$ cat src/rtl/mlx_ram.sv
`timescale 1ns / 1ps
// ----------------------------------------------------------------------------
// mlx_ram
// Generic RAM, one write port and two registered read ports.
// ----------------------------------------------------------------------------
module mlx_ram #(
    parameter int WIDTH = 128,
    parameter int DEPTH = 16
) (
    input  logic                     clk,
    input  logic                     we,
    input  logic [$clog2(DEPTH)-1:0] waddr,
    input  logic [WIDTH-1:0]         wdata,
    input  logic [$clog2(DEPTH)-1:0] raddr_a,
    input  logic [$clog2(DEPTH)-1:0] raddr_b,
    output logic [WIDTH-1:0]         rdata_a,
    output logic [WIDTH-1:0]         rdata_b
);

    logic [WIDTH-1:0] mem [DEPTH];

    always_ff @(posedge clk)
    begin
        if (we)
        begin
            mem[waddr] <= wdata;
        end
        rdata_a <= mem[raddr_a];
        rdata_b <= mem[raddr_b];
    end

endmodule

$ cat config.mk
export PLATFORM = sky130hd
export DESIGN_NAME = mlx_ram
export DESIGN_NICKNAME = d
export VERILOG_FILES = /design/src/rtl/mlx_ram.sv
export SDC_FILE = /design/constraint.sdc
export NUM_CORES = 2
export LEC_CHECK = 0
export ABC_CLOCK_PERIOD_IN_PS = 40500
export BUFFER_PORTS_ARGS = -buffer_cell sky130_fd_sc_hd__buf_2
export CAP_MARGIN = 0
export CORE_MARGIN = 4
export CORE_UTILIZATION = 57
export DETAILED_ROUTE_END_ITERATION = 12
export PLACE_DENSITY = 0.85
export SLEW_MARGIN = 10
export SYNTH_ARGS = -nofsm -noshare
export SYNTH_HDL_FRONTEND = slang
export SYNTH_SLANG_ARGS = --single-unit
$ cat constraint.sdc
create_clock -name clk -period 40.5 [get_ports clk]
set_input_delay 10.125 -clock clk [delete_from_list [all_inputs] [get_ports clk]]
set_output_delay 10.125 -clock clk [all_outputs]
set_load 0.03 [all_outputs]
==> flow_results.xml <==
<?xml version="1.0" encoding="UTF-8"?>
<metrics>
  <group name="status">
    <metric name="outcome" unit="">completed</metric>
  </group>
  <group name="global_route">
    <metric name="grt_antenna_before_repair" unit="">53</metric>
    <metric name="global_route.overflow_total" unit="">0</metric>
    <metric name="gr-max-usage-layer" unit="">met2</metric>
    <metric name="global_route.usage.met2" unit="%">46.3</metric>
    <metric name="first_pass_grt_wire_length" unit="µm">373000</metric>
    <metric name="met1_usage" unit="%">38.2</metric>
    <metric name="first_global_vias" unit="">54200</metric>
    <metric name="pin_count_of_the_biggest_net_entering_global_routing" unit="">122</metric>
    <metric name="gr-usage-all-layers" unit="%">28.8</metric>
    <metric name="gr-usage-met3" unit="%">5.47</metric>
  </group>
  <group name="finish">
    <metric name="stdcell_area" unit="µm²">109000</metric>
    <metric name="multi_input_area" unit="µm²">29500</metric>
    <metric name="post_route_cells_drive_above_1_share" unit="%">42.6</metric>
    <metric name="seq_area" unit="µm²">66600</metric>
    <metric name="num-nets-final" unit="">4731</metric>
    <metric name="nFillCells" unit="">10300</metric>
    <metric name="finalNonFillerCells" unit="">7042</metric>
    <metric name="synthToLayoutAreaGrowth" unit="%">12.3</metric>
  </group>
  <group name="timing">
    <metric name="max_freq" unit="MHz">72.7</metric>
    <metric name="final.setup_skew" unit="ns">0.0381</metric>
    <metric name="worst_slew_pin_tran" unit="ns">1.25</metric>
    <metric name="finalSetupViolCount" unit="">0</metric>
    <metric name="grt_setup_unrepaired" unit="">no</metric>
    <metric name="final.hold.worst_slack" unit="ns">0.746</metric>
    <metric name="final_hold_viol_count" unit="">0</metric>
    <metric name="min_period" unit="ns">13.75</metric>
    <metric name="timing.final.ws_setup" unit="ns">26.75</metric>
    <metric name="layout_worst_path_cycle_share" unit="%">33.9</metric>
    <metric name="final_tns_setup" unit="ns">0</metric>
    <metric name="rel_slew_slack" unit="%">16.7</metric>
    <metric name="slew_viol_final" unit="">0</metric>
  </group>
  <group name="cts">
    <metric name="cts_made_buffers" unit="">221</metric>
    <metric name="cts_buffer_depth" unit="">3</metric>
    <metric name="number_of_gates_resized_after_cts" unit="">0</metric>
    <metric name="tritoncts" unit="">yes</metric>
    <metric name="insertion_delay" unit="ns">0.87</metric>
    <metric name="cts_hold_buffers" unit="">0</metric>
    <metric name="post-cts-setup-buffer-count" unit="">0</metric>
    <metric name="clock_sink_total" unit="">2304</metric>
    <metric name="clkTransAtPathRegs" unit="ns">0.06</metric>
    <metric name="htree_levels" unit="">4</metric>
    <metric name="cts.root.buffer_cell" unit="">sky130_fd_sc_hd__clkbuf_16</metric>
  </group>
  <group name="routing">
    <metric name="drt_drc_violations_left" unit="">0</metric>
    <metric name="number_of_iterations_in_the_first_detailed_routing_pass" unit="">6</metric>
    <metric name="num_vias" unit="">50800</metric>
    <metric name="drt-total-wl" unit="µm">254000</metric>
    <metric name="avgRoutedWirePerCell" unit="µm">36.0</metric>
    <metric name="number_of_drc_violations_after_detailed_routing_iteration_0" unit="">7438</metric>
    <metric name="post_drt_via_cell_ratio" unit="">7.22</metric>
    <metric name="final_antenna_net_count" unit="">0</metric>
  </group>
  <group name="placed_design">
    <metric name="place_worst_setup_slack" unit="ns">25.81</metric>
    <metric name="portBuffers" unit="">397</metric>
    <metric name="post_detail_place_hpwl" unit="µm">133000</metric>
    <metric name="dpl-instance-area" unit="µm²">102000</metric>
    <metric name="total_placed_cells_including_tap_cells" unit="">6584</metric>
    <metric name="globalplace.congestion" unit="">0.792</metric>
  </group>
  <group name="floorplanning">
    <metric name="rows" unit="">151</metric>
    <metric name="die_height" unit="µm">422</metric>
    <metric name="design.die.area" unit="µm²">178000</metric>
    <metric name="io_pins" unit="">398</metric>
    <metric name="start_util" unit="%">57.5</metric>
    <metric name="dieWidth" unit="µm">422</metric>
    <metric name="placeable_core_region" unit="µm²">170000</metric>
  </group>
  <group name="yosys">
    <metric name="syn_inst_count" unit="">4186</metric>
    <metric name="complex_gate_fraction_of_the_synthesized_area" unit="%">1.20</metric>
    <metric name="synth_adder_area_share" unit="%">0</metric>
    <metric name="post_synth_mux_area_share" unit="%">28.5</metric>
    <metric name="synth-seq-area-share" unit="%">68.3</metric>
    <metric name="syn_avg_cell_area" unit="µm²">23.3</metric>
    <metric name="synth_enable_flop_cells" unit="">2048</metric>
    <metric name="mappedNetlistNets" unit="">4328</metric>
    <metric name="synth_warnings" unit="">0</metric>
    <metric name="main_combinational_cell_family_by_area_after_synthesis" unit="">multiplexers</metric>
    <metric name="synth_ff_type" unit="">sky130_fd_sc_hd__edfxtp_1</metric>
    <metric name="synth-simple-area-share" unit="%">0.502</metric>
    <metric name="synth_cell_types" unit="">21</metric>
    <metric name="synth-seq-cells" unit="">2304</metric>
    <metric name="synth_area" unit="µm²">97500</metric>
    <metric name="synth_xor_area_share" unit="%">0</metric>
    <metric name="synth_async_sr_flop_share" unit="%">0</metric>
  </group>
  <group name="power_and_ir_drop">
    <metric name="seq_power_share" unit="%">51.2</metric>
    <metric name="combinationalPowerShare" unit="%">8.4</metric>
    <metric name="static-leakage-power" unit="nW">35.1</metric>
    <metric name="netSwitchingFraction" unit="%">22.7</metric>
    <metric name="power_density" unit="nW/µm²">48.1</metric>
    <metric name="power.net_switching" unit="mW">1.20</metric>
    <metric name="part_of_the_power_in_the_clock_network" unit="%">40.3</metric>
    <metric name="p_int" unit="mW">4.07</metric>
    <metric name="ir_worst_vdd" unit="V">0.0000418</metric>
  </group>
  <group name="job">
    <metric name="cap_violations" unit="">0</metric>
  </group>
  <group name="critical_path">
    <metric name="r2r-end" unit="">rdata_a[38]$_DFF_P_</metric>
    <metric name="critical_path_peak_fanout" unit="">69</metric>
    <metric name="critical_path.reg2reg.startpoint" unit="">mem[2][38]$_DFFE_PP_</metric>
    <metric name="startpoint_type" unit="">primary input</metric>
    <metric name="critical_setup_path_kind" unit="">primary input to flop</metric>
    <metric name="r2r_setup_slk" unit="ns">38.76</metric>
    <metric name="arrival" unit="ns">14.42</metric>
    <metric name="worst-endpoint-required" unit="ns">41.17</metric>
    <metric name="setup.worst_path.end_class" unit="">flop</metric>
    <metric name="worst-r2r-cell-count" unit="">4</metric>
  </group>
  <group name="hold_path">
    <metric name="worst_hold_path.endpoint" unit="">rdata_b[101]$_DFF_P_</metric>
    <metric name="worstHoldStart" unit="">mem[7][101]$_DFFE_PP_</metric>
    <metric name="worst_hold_path.num_cells" unit="">3</metric>
    <metric name="holdCritPathClass" unit="">flop to flop</metric>
  </group>
</metrics>
[synthesized netlist by cell type (9+ instances only)]
cell type                  instances  area share [%]
sky130_fd_sc_hd__a211oi_1         58            0.45
sky130_fd_sc_hd__a21oi_1          80            0.41
sky130_fd_sc_hd__buf_1            29            0.11
sky130_fd_sc_hd__buf_2           135            0.69
sky130_fd_sc_hd__buf_4             9           0.069
sky130_fd_sc_hd__buf_6            12            0.14
sky130_fd_sc_hd__clkbuf_1        129            0.50
sky130_fd_sc_hd__dfxtp_1         256             5.3
sky130_fd_sc_hd__edfxtp_1       2048              63
sky130_fd_sc_hd__mux2i_1         124             1.3
sky130_fd_sc_hd__mux4_2         1178              27
sky130_fd_sc_hd__nor2_1           12           0.046
sky130_fd_sc_hd__nor2b_1          58            0.37
sky130_fd_sc_hd__o22ai_1          22            0.14
sky130_fd_sc_hd__o32ai_1          22            0.20
[critical path: stages]
cell and delay, ns:
sky130_fd_sc_hd__buf_8 0.56, sky130_fd_sc_hd__buf_4 0.86, sky130_fd_sc_hd__buf_4 0.84, sky130_fd_sc_hd__buf_4 0.76, sky130_fd_sc_hd__mux4_2 0.59, sky130_fd_sc_hd__nor2b_1 0.15
sky130_fd_sc_hd__a211oi_1 0.24, sky130_fd_sc_hd__a21oi_1 0.08
[layout make-up]
cell class | count | share of cell area, %
Antenna cell | 40 | 0.0914
Tap cell | 2218 | 2.53
Sequential cell | 2304 | 60.9
Clock buffer | 318 | 5.75
Timing Repair Buffer | 494 | 2.66
Multi-Input combinational cell | 1568 | 27.0
Clock inverter | 100 | 1.13
[cell usage in the layout (no fill, tap or decap), types with 4 or more instances in the layout]
cell	instances
sky130_fd_sc_hd__buf_12	9
sky130_fd_sc_hd__nor2b_1	58
sky130_fd_sc_hd__buf_4	88
sky130_fd_sc_hd__clkbuf_1	62
sky130_fd_sc_hd__clkbuf_8	31
sky130_fd_sc_hd__o22ai_1	22
sky130_fd_sc_hd__clkinvlp_4	8
sky130_fd_sc_hd__bufinv_16	23
sky130_fd_sc_hd__edfxtp_1	2048
sky130_fd_sc_hd__clkinv_2	41
sky130_fd_sc_hd__diode_2	40
sky130_fd_sc_hd__a211oi_1	58
sky130_fd_sc_hd__dfxtp_1	256
sky130_fd_sc_hd__o32ai_1	22
sky130_fd_sc_hd__clkbuf_16	225
sky130_fd_sc_hd__a21oi_1	80
sky130_fd_sc_hd__buf_2	389
sky130_fd_sc_hd__mux4_2	1178
sky130_fd_sc_hd__buf_8	8
sky130_fd_sc_hd__inv_6	6
sky130_fd_sc_hd__nor2_4	12
sky130_fd_sc_hd__clkinv_1	12
sky130_fd_sc_hd__nor3_2	4
sky130_fd_sc_hd__mux2i_1	124
[routing by layer]
metal  vias to the layer above  part of all wire [%]
met2                      3789                    50
met4                        22                   5.2
li1                      19400                     -
met5                         -                 0.061
met1                     26900                    34
met3                       672                    11
[kinds of logic after synthesis]
logic type / Yosys count
buf+inv: 314
flops: 2304
mux: 1302
compound gates: 182
simple gates: 84
[state kept, by name, indices dropped and copies added (netlist names)]
signal	count
rdata_b	128
rdata_a	128
mem	2048
[power groups by stage]
stage | Combinational [mW] | Clock [mW] | Sequential, mW
after global routing | 0.467 | 2.26 | 2.70
after CTS | 0.447 | 2.15 | 2.70
after floorplan | 0.239 | 0 | 2.80
final | 0.444 | 2.13 | 2.70
after detailed placement | 0.442 | 0 | 2.75
after global placement | 0.433 | 0 | 2.74
[per-stage QoR]
step                      utilization (%)  total power, mW
after CTS                            64.5             5.29
after floorplan                         -             3.04
final                                64.5             5.27
after detailed placement             60.0             3.19
after global routing                 64.5             5.43
after global placement               60.0             3.18
[worst max-delay path by stage]
| stage | cells after the start | slack (ns) | from | end |
|---|---|---|---|---|
| floorplan | 2 | 20.45 | waddr[2] | mem[0][0]$_DFFE_PP_ |
| global placement | 8 | 25.83 | raddr_a[0] | rdata_a[22]$_DFF_P_ |
| detailed placement | 6 | 25.81 | raddr_a[0] | rdata_a[32]$_DFF_P_ |
| CTS | 8 | 26.70 | raddr_a[0] | rdata_a[22]$_DFF_P_ |
| global route | 8 | 26.25 | raddr_a[0] | rdata_a[22]$_DFF_P_ |
| finish | 8 | 26.75 | raddr_a[0] | rdata_a[22]$_DFF_P_ |
Note: power is estimated with default switching activity, not from simulation.
