### config.mk
export PLATFORM = sky130hd
export DESIGN_NAME = mlx_mul64
export DESIGN_NICKNAME = d
export VERILOG_FILES = /design/src/rtl/mlx_pkg.sv /design/src/rtl/mlx_mul64.sv
export SDC_FILE = /design/constraint.sdc
export NUM_CORES = 1
export LEC_CHECK = 0
export BUFFER_PORTS_ARGS = -buffer_cell sky130_fd_sc_hd__buf_2
export CAP_MARGIN = 5
export CORE_AREA = 2 2 192 194
export DETAILED_ROUTE_END_ITERATION = 16
export DIE_AREA = 0 0 194 196
export MAX_ROUTING_LAYER = met4
export PLACE_DENSITY = 0.76
export REMOVE_ABC_BUFFERS = 1
export SLEW_MARGIN = 10
export SYNTH_ARGS = -nofsm -noshare
export SYNTH_HDL_FRONTEND = slang
export SYNTH_SLANG_ARGS = --single-unit
export TNS_END_PERCENT = 30
### constraint.sdc
create_clock -name clk -period 6 [get_ports clk]
set_input_delay 0.9 -clock clk [delete_from_list [all_inputs] [get_ports clk]]
set_output_delay 0.9 -clock clk [all_outputs]
set_load 0.005 [all_outputs]
### src/rtl/mlx_pkg.sv
`timescale 1ns / 1ps
// ----------------------------------------------------------------------------
// mlx_pkg
// Shared types, constants and the ladder op sequence for the XZ ladder unit.
// ----------------------------------------------------------------------------
package mlx_pkg;

    localparam int SCALAR_BITS = 64;
    localparam int POS_W       = $clog2(SCALAR_BITS);
    localparam int WORD_W      = 64;
    localparam int RES_W       = 2 * WORD_W;
    localparam int DIG_W       = 4;
    localparam int NDIG        = WORD_W / DIG_W;
    localparam int CNT_W       = $clog2(NDIG);
    localparam int PADDR_W     = 6;
    localparam int RF_DEPTH    = 16;
    localparam int RF_AW       = $clog2(RF_DEPTH);
    localparam int PC_W        = 5;

    // configuration register indexes
    localparam logic [2:0] REG_MOD_LO = 3'd0;
    localparam logic [2:0] REG_MOD_HI = 3'd1;
    localparam logic [2:0] REG_NINV   = 3'd2;
    localparam logic [2:0] REG_A24_LO = 3'd3;
    localparam logic [2:0] REG_A24_HI = 3'd4;

    // register file slots
    localparam logic [RF_AW-1:0] P_PX  = RF_AW'(0);
    localparam logic [RF_AW-1:0] P_PZ  = RF_AW'(1);
    localparam logic [RF_AW-1:0] P_X1  = RF_AW'(2);
    localparam logic [RF_AW-1:0] P_Z1  = RF_AW'(3);
    localparam logic [RF_AW-1:0] P_X2  = RF_AW'(4);
    localparam logic [RF_AW-1:0] P_Z2  = RF_AW'(5);
    localparam logic [RF_AW-1:0] P_A24 = RF_AW'(6);
    localparam logic [RF_AW-1:0] P_U   = RF_AW'(7);
    localparam logic [RF_AW-1:0] P_V   = RF_AW'(8);
    localparam logic [RF_AW-1:0] P_W   = RF_AW'(9);

    // start of the doubling part and last op of one ladder step
    localparam logic [PC_W-1:0] PC_DBL  = PC_W'(12);
    localparam logic [PC_W-1:0] PC_LAST = PC_W'(20);

    typedef struct packed {
        logic [WORD_W-1:0] point_x_low;
        logic [WORD_W-1:0] point_x_high;
        logic [WORD_W-1:0] point_z_low;
        logic [WORD_W-1:0] point_z_high;
        logic [WORD_W-1:0] scalar;
    } in_word_t;

    typedef struct packed {
        logic [WORD_W-1:0] result_x_low;
        logic [WORD_W-1:0] result_x_high;
        logic [WORD_W-1:0] result_z_low;
        logic [WORD_W-1:0] result_z_high;
    } out_word_t;

    typedef enum logic [3:0] {
        ST_IDLE,
        ST_LOAD,
        ST_SCAN,
        ST_OP_RD,
        ST_OP_LAT,
        ST_ADDSUB,
        ST_MUL_LD,
        ST_MUL_RUN,
        ST_MUL_ACC,
        ST_FIX,
        ST_NEXT,
        ST_OUT_RD,
        ST_DONE
    } state_t;

    typedef enum logic [1:0] {
        OP_ADD,
        OP_SUB,
        OP_MUL
    } opcode_t;

    // logical operands, resolved against the scalar bit at run time
    typedef enum logic [3:0] {
        L_PX, L_PZ, L_A24, L_U, L_V, L_W,
        L_AX, L_AZ, L_BX, L_BZ,
        L_DX, L_DZ, L_DOX, L_DOZ,
        L_SX, L_SZ
    } lreg_t;

    typedef struct packed {
        opcode_t op;
        lreg_t   dst;
        lreg_t   srca;
        lreg_t   srcb;
    } uop_t;

    // one ladder step: differential add, then doubling
    function automatic uop_t uop_rom(input logic [PC_W-1:0] pc);
        uop_t u;
        begin
            case (pc)
                5'd0:    u = '{OP_SUB, L_U,   L_BX, L_BZ};
                5'd1:    u = '{OP_ADD, L_V,   L_AX, L_AZ};
                5'd2:    u = '{OP_MUL, L_U,   L_U,  L_V};
                5'd3:    u = '{OP_SUB, L_V,   L_AX, L_AZ};
                5'd4:    u = '{OP_ADD, L_W,   L_BX, L_BZ};
                5'd5:    u = '{OP_MUL, L_V,   L_V,  L_W};
                5'd6:    u = '{OP_ADD, L_W,   L_U,  L_V};
                5'd7:    u = '{OP_SUB, L_V,   L_V,  L_U};
                5'd8:    u = '{OP_MUL, L_W,   L_W,  L_W};
                5'd9:    u = '{OP_MUL, L_V,   L_V,  L_V};
                5'd10:   u = '{OP_MUL, L_SX,  L_PZ, L_W};
                5'd11:   u = '{OP_MUL, L_SZ,  L_PX, L_V};
                5'd12:   u = '{OP_ADD, L_U,   L_DX, L_DZ};
                5'd13:   u = '{OP_MUL, L_U,   L_U,  L_U};
                5'd14:   u = '{OP_SUB, L_V,   L_DX, L_DZ};
                5'd15:   u = '{OP_MUL, L_V,   L_V,  L_V};
                5'd16:   u = '{OP_SUB, L_W,   L_U,  L_V};
                5'd17:   u = '{OP_MUL, L_DOX, L_U,  L_V};
                5'd18:   u = '{OP_MUL, L_U,   L_W,  L_A24};
                5'd19:   u = '{OP_ADD, L_U,   L_U,  L_V};
                5'd20:   u = '{OP_MUL, L_DOZ, L_W,  L_U};
                default: u = '{OP_ADD, L_U,   L_U,  L_U};
            endcase
            return u;
        end
    endfunction

endpackage

### src/rtl/mlx_mul64.sv
`timescale 1ns / 1ps
// ----------------------------------------------------------------------------
// mlx_mul64
// Digit-serial 64x64 multiplier, one 4-bit digit of the multiplier a cycle.
// ----------------------------------------------------------------------------
module mlx_mul64
    import mlx_pkg::*;
(
    input  logic              clk,
    input  logic              rst_n,
    input  logic              start,
    input  logic [WORD_W-1:0] op_a,
    input  logic [WORD_W-1:0] op_b,
    output logic [WORD_W-1:0] prod_hi,
    output logic [WORD_W-1:0] prod_lo,
    output logic              done
);

    logic [WORD_W-1:0]       a_reg;
    logic [WORD_W-1:0]       b_reg;
    logic [WORD_W-1:0]       hi_reg;
    logic [WORD_W-1:0]       lo_reg;
    logic [CNT_W-1:0]        cnt_reg;
    logic                    busy_reg;
    logic                    done_reg;
    logic [WORD_W+DIG_W-1:0] part_next;

    // partial sum of the upper half plus a times one digit
    assign part_next = {{DIG_W{1'b0}}, hi_reg}
                     + ({{DIG_W{1'b0}}, a_reg} * {{WORD_W{1'b0}}, b_reg[DIG_W-1:0]});

    always_ff @(posedge clk or negedge rst_n)
    begin
        if (!rst_n)
        begin
            busy_reg <= 1'b0;
            done_reg <= 1'b0;
            cnt_reg  <= '0;
        end
        else
        begin
            done_reg <= 1'b0;
            if (start)
            begin
                busy_reg <= 1'b1;
                cnt_reg  <= '0;
            end
            else if (busy_reg)
            begin
                cnt_reg <= cnt_reg + CNT_W'(1);
                if (cnt_reg == CNT_W'(NDIG - 1))
                begin
                    busy_reg <= 1'b0;
                    done_reg <= 1'b1;
                end
            end
        end
    end

    always_ff @(posedge clk)
    begin
        if (start)
        begin
            a_reg  <= op_a;
            b_reg  <= op_b;
            hi_reg <= '0;
        end
        else if (busy_reg)
        begin
            hi_reg <= part_next[WORD_W+DIG_W-1:DIG_W];
            lo_reg <= {part_next[DIG_W-1:0], lo_reg[WORD_W-1:DIG_W]};
            b_reg  <= b_reg >> DIG_W;
        end
    end

    assign prod_hi = hi_reg;
    assign prod_lo = lo_reg;
    assign done    = done_reg;

endmodule

==> flow_summary.yaml <==
status:
  status: "complete, no violations"
clocking:
  post_cts_buffers: 0
  cts_root_buffer: "clkbuf_16"
  cts.sinks: 262
  cts_max_level: 1
  clk_pin_slew_ns: 0.06
  cts_tree: "built"
  ctsHoldBuffers: 0
  cts_made_buffers: 31
  cts_resized: 0
  clk_path_buf_depth: 3
  clk_latency_ns: 0.59
yosys:
  ys_ff_latch: 262
  seq_area_frac_synth_pct: 36.9
  synth_top_area_cell: "edfxtp_1"
  netlist-cell-type-count: 72
  synthTopCellsByArea: "edfxtp_1, fa_1, and2_1"
  yosys_warnings: 0
  async_flop_share_pct: 2.29
  synth-edff-count: 192
  synth_ff_type: "edfxtp_1"
  synth_top_area_share_pct: 29.6
  syn_area_per_cell_um2: 10.6
  syn_area_um2: 19500
  syn_inst: 1842
power_and_ir_drop:
  powerDensity_nw_per_um2: 556
  leakage_nw: 10.5
  vdd_ir_drop_max_mv: 0.366
finish:
  layout-drive-gt1-share_pct: 19.3
  final_util_pct: 61.6
  area.growth.synth_to_final_pct: 13.9
  stdcell_count: 2560
  final_nets: 2463
global_route:
  antenna_found_initial: 1
  grt_max_degree: 72
  grt_pass1_vias: 14300
  use_met1_pct: 31.4
  grt_usage_pct: 24.4
  met2_usage_pct: 39.5
  grt_overflow: 0
  met3_usage_pct: 5.11
  grt_pass1_wl_mm: 72.8
  grt.busiest_layer: "met2"
routing:
  drt_iter0_drc: 736
  via_count: 13800
  firstDrtPassIters: 5
  drc: 0
  wire_per_inst_um: 17.4
  routed_wl_mm: 44.6
  post_drt_via_cell_ratio: 5.38
  drtAntennaViolNets: 0
timing:
  setup_viol: 0
  setup_tns_ns: 0
  worst_slew_pin_slew_ns: 1.02
  max_freq_ghz: 0.184
  rsz0062_at_grt: "no"
  fin_skew_ns: 0.0327
  fin_crit_sh_pct: 90.7
  slew_viol_final: 0
  slew_headroom_pct: 32.0
  fin_crit_ns: 5.44
  hold_viol_final: 0
  holdWs_ns: 0.148
setup_path:
  r2r_slack_ns: 0.56
  cp-startpoint: "b_reg[0]"
  crit_type: "register to register"
  end_kind: "register"
  r2r_end: "prod_hi[59]"
  reg2regPathDepth: 17
  cp.required_ns: 6.48
  cp-start-kind: "register"
  reg2reg_from: "b_reg[0]"
  crit_fanout: 34
  cp.arrival_ns: 5.92
placement:
  placed_cells: 2503
  dp_hpwl_mm: 33.4
  numPortBuffers: 259
  gp_congestion: 0.961
die:
  die_y_um: 196
  io_pins: 260
  fp.dieW_um: 194
  start_util_pct: 54.0
  fp.coreArea_um2: 36100
  rows: 70
  dieArea_um2: 38000
job:
  maxCapViolations: 0
min_path:
  hp-class: "primary input to async pin"
==> metal layers <==
layer,up-vias,part of all wire [%]
li1,6516,-
met1,6809,44
met2,364,47
met3,83,6.4
met4,0,2.7
met5,-,0
==> power breakdown <==
group / total (mW) / internal, mW / switching, mW
clock: 1.82 / 1.05 / 0.777
combinational: 7.97 / 3.22 / 4.75
sequential: 2.55 / 2.31 / 0.239
total: 12.4 / 6.58 / 5.77
==> placed cells by master (no fill, tap or decap), types with 4 or more instances in the layout <==
cell type,synthesis,layout
o21bai_1,17,17
o21ai_1,8,8
mux2_2,60,60
buf_2,9,258
o31ai_1,5,5
dfrtp_1,6,5
nand3_1,18,18
clkbuf_1,67,6
nand4_1,16,16
inv_1,309,308
a21o_1,37,37
o221a_2,4,4
nand2_1,84,84
nor2b_1,6,6
clkinv_4,0,5
mux2i_1,21,21
o221ai_1,4,4
a31oi_1,6,6
and2_1,253,253
xnor2_1,35,35
and3_1,7,7
fa_1,187,187
nor3_1,12,12
edfxtp_1,192,192
buf_4,0,7
o21a_1,7,7
ha_1,77,77
clkbuf_16,0,31
a22o_1,14,14
clkinv_1,0,5
nor2_1,82,81
dfxtp_1,64,64
xor2_1,29,29
a211oi_1,14,14
o21ai_0,45,45
buf_12,0,5
a21oi_1,90,90
==> synth_stat cells, types with 35 or more instances <==
master and count:
a21o_1 37, a21oi_1 90, and2_1 253, clkbuf_1 67
dfxtp_1 64, edfxtp_1 192, fa_1 187, ha_1 77
inv_1 309, mux2_2 60, nand2_1 84, nor2_1 82
o21ai_0 45, xnor2_1 35
==> area by class of cell <==
type                    instances  area, um2
inverters                     309       1160
clock buffers                  38        812
flip-flops and latches        262       7200
repair buffers                271       1460
diodes                          1       2.50
multi-input cells            1193      10800
fillers                      2976      13900
well taps                     468        586
clock inverters                18        161
==> kinds of logic after synthesis <==
family | count (synthesis) | share of synthesized area [%]
compound gates | 291 | 10.3
fa+ha+maj | 264 | 24.1
flops | 262 | 36.9
buf+inv | 387 | 7.55
xor+xnor | 64 | 2.87
simple gates | 493 | 13.7
mux | 81 | 4.54
==> worst max-delay path, cell delays in order (launching register included) <==
cell and delay, ns:
edfxtp_1 0.80, buf_12 0.35, and2_1 0.17, fa_1 0.55, inv_1 0.06, fa_1 0.47
inv_1 0.05, ha_1 0.39, a21oi_4 0.22, o21bai_4 0.10, a2111oi_4 0.42, o211ai_2 0.14
a2111oi_2 0.52, o21ai_2 0.19, a221oi_4 0.40, o21bai_2 0.12, xor2_1 0.15, a22o_1 0.21
==> how the worst max path moves through the flow <==
stage,end,depth (start not counted)
finish,prod_hi[59],17
global placement,prod_hi[59],17
detailed placement,prod_hi[59],17
floorplan,prod_hi[57],4
CTS,prod_hi[59],17
global route,prod_hi[58],17
==> through the flow <==
step	total power, mW	setup slack (ns)	instance area, um2
2_1_floorplan	8.46	-0.151	19200
3_3_place_gp	10.3	0.633	21200
3_5_place_dp	10.4	0.572	21200
4_1_cts	12.4	0.550	22200
5_1_grt	13.5	0.220	22200
6_report	12.4	0.557	22200
Power figures use the tool's default switching activity.
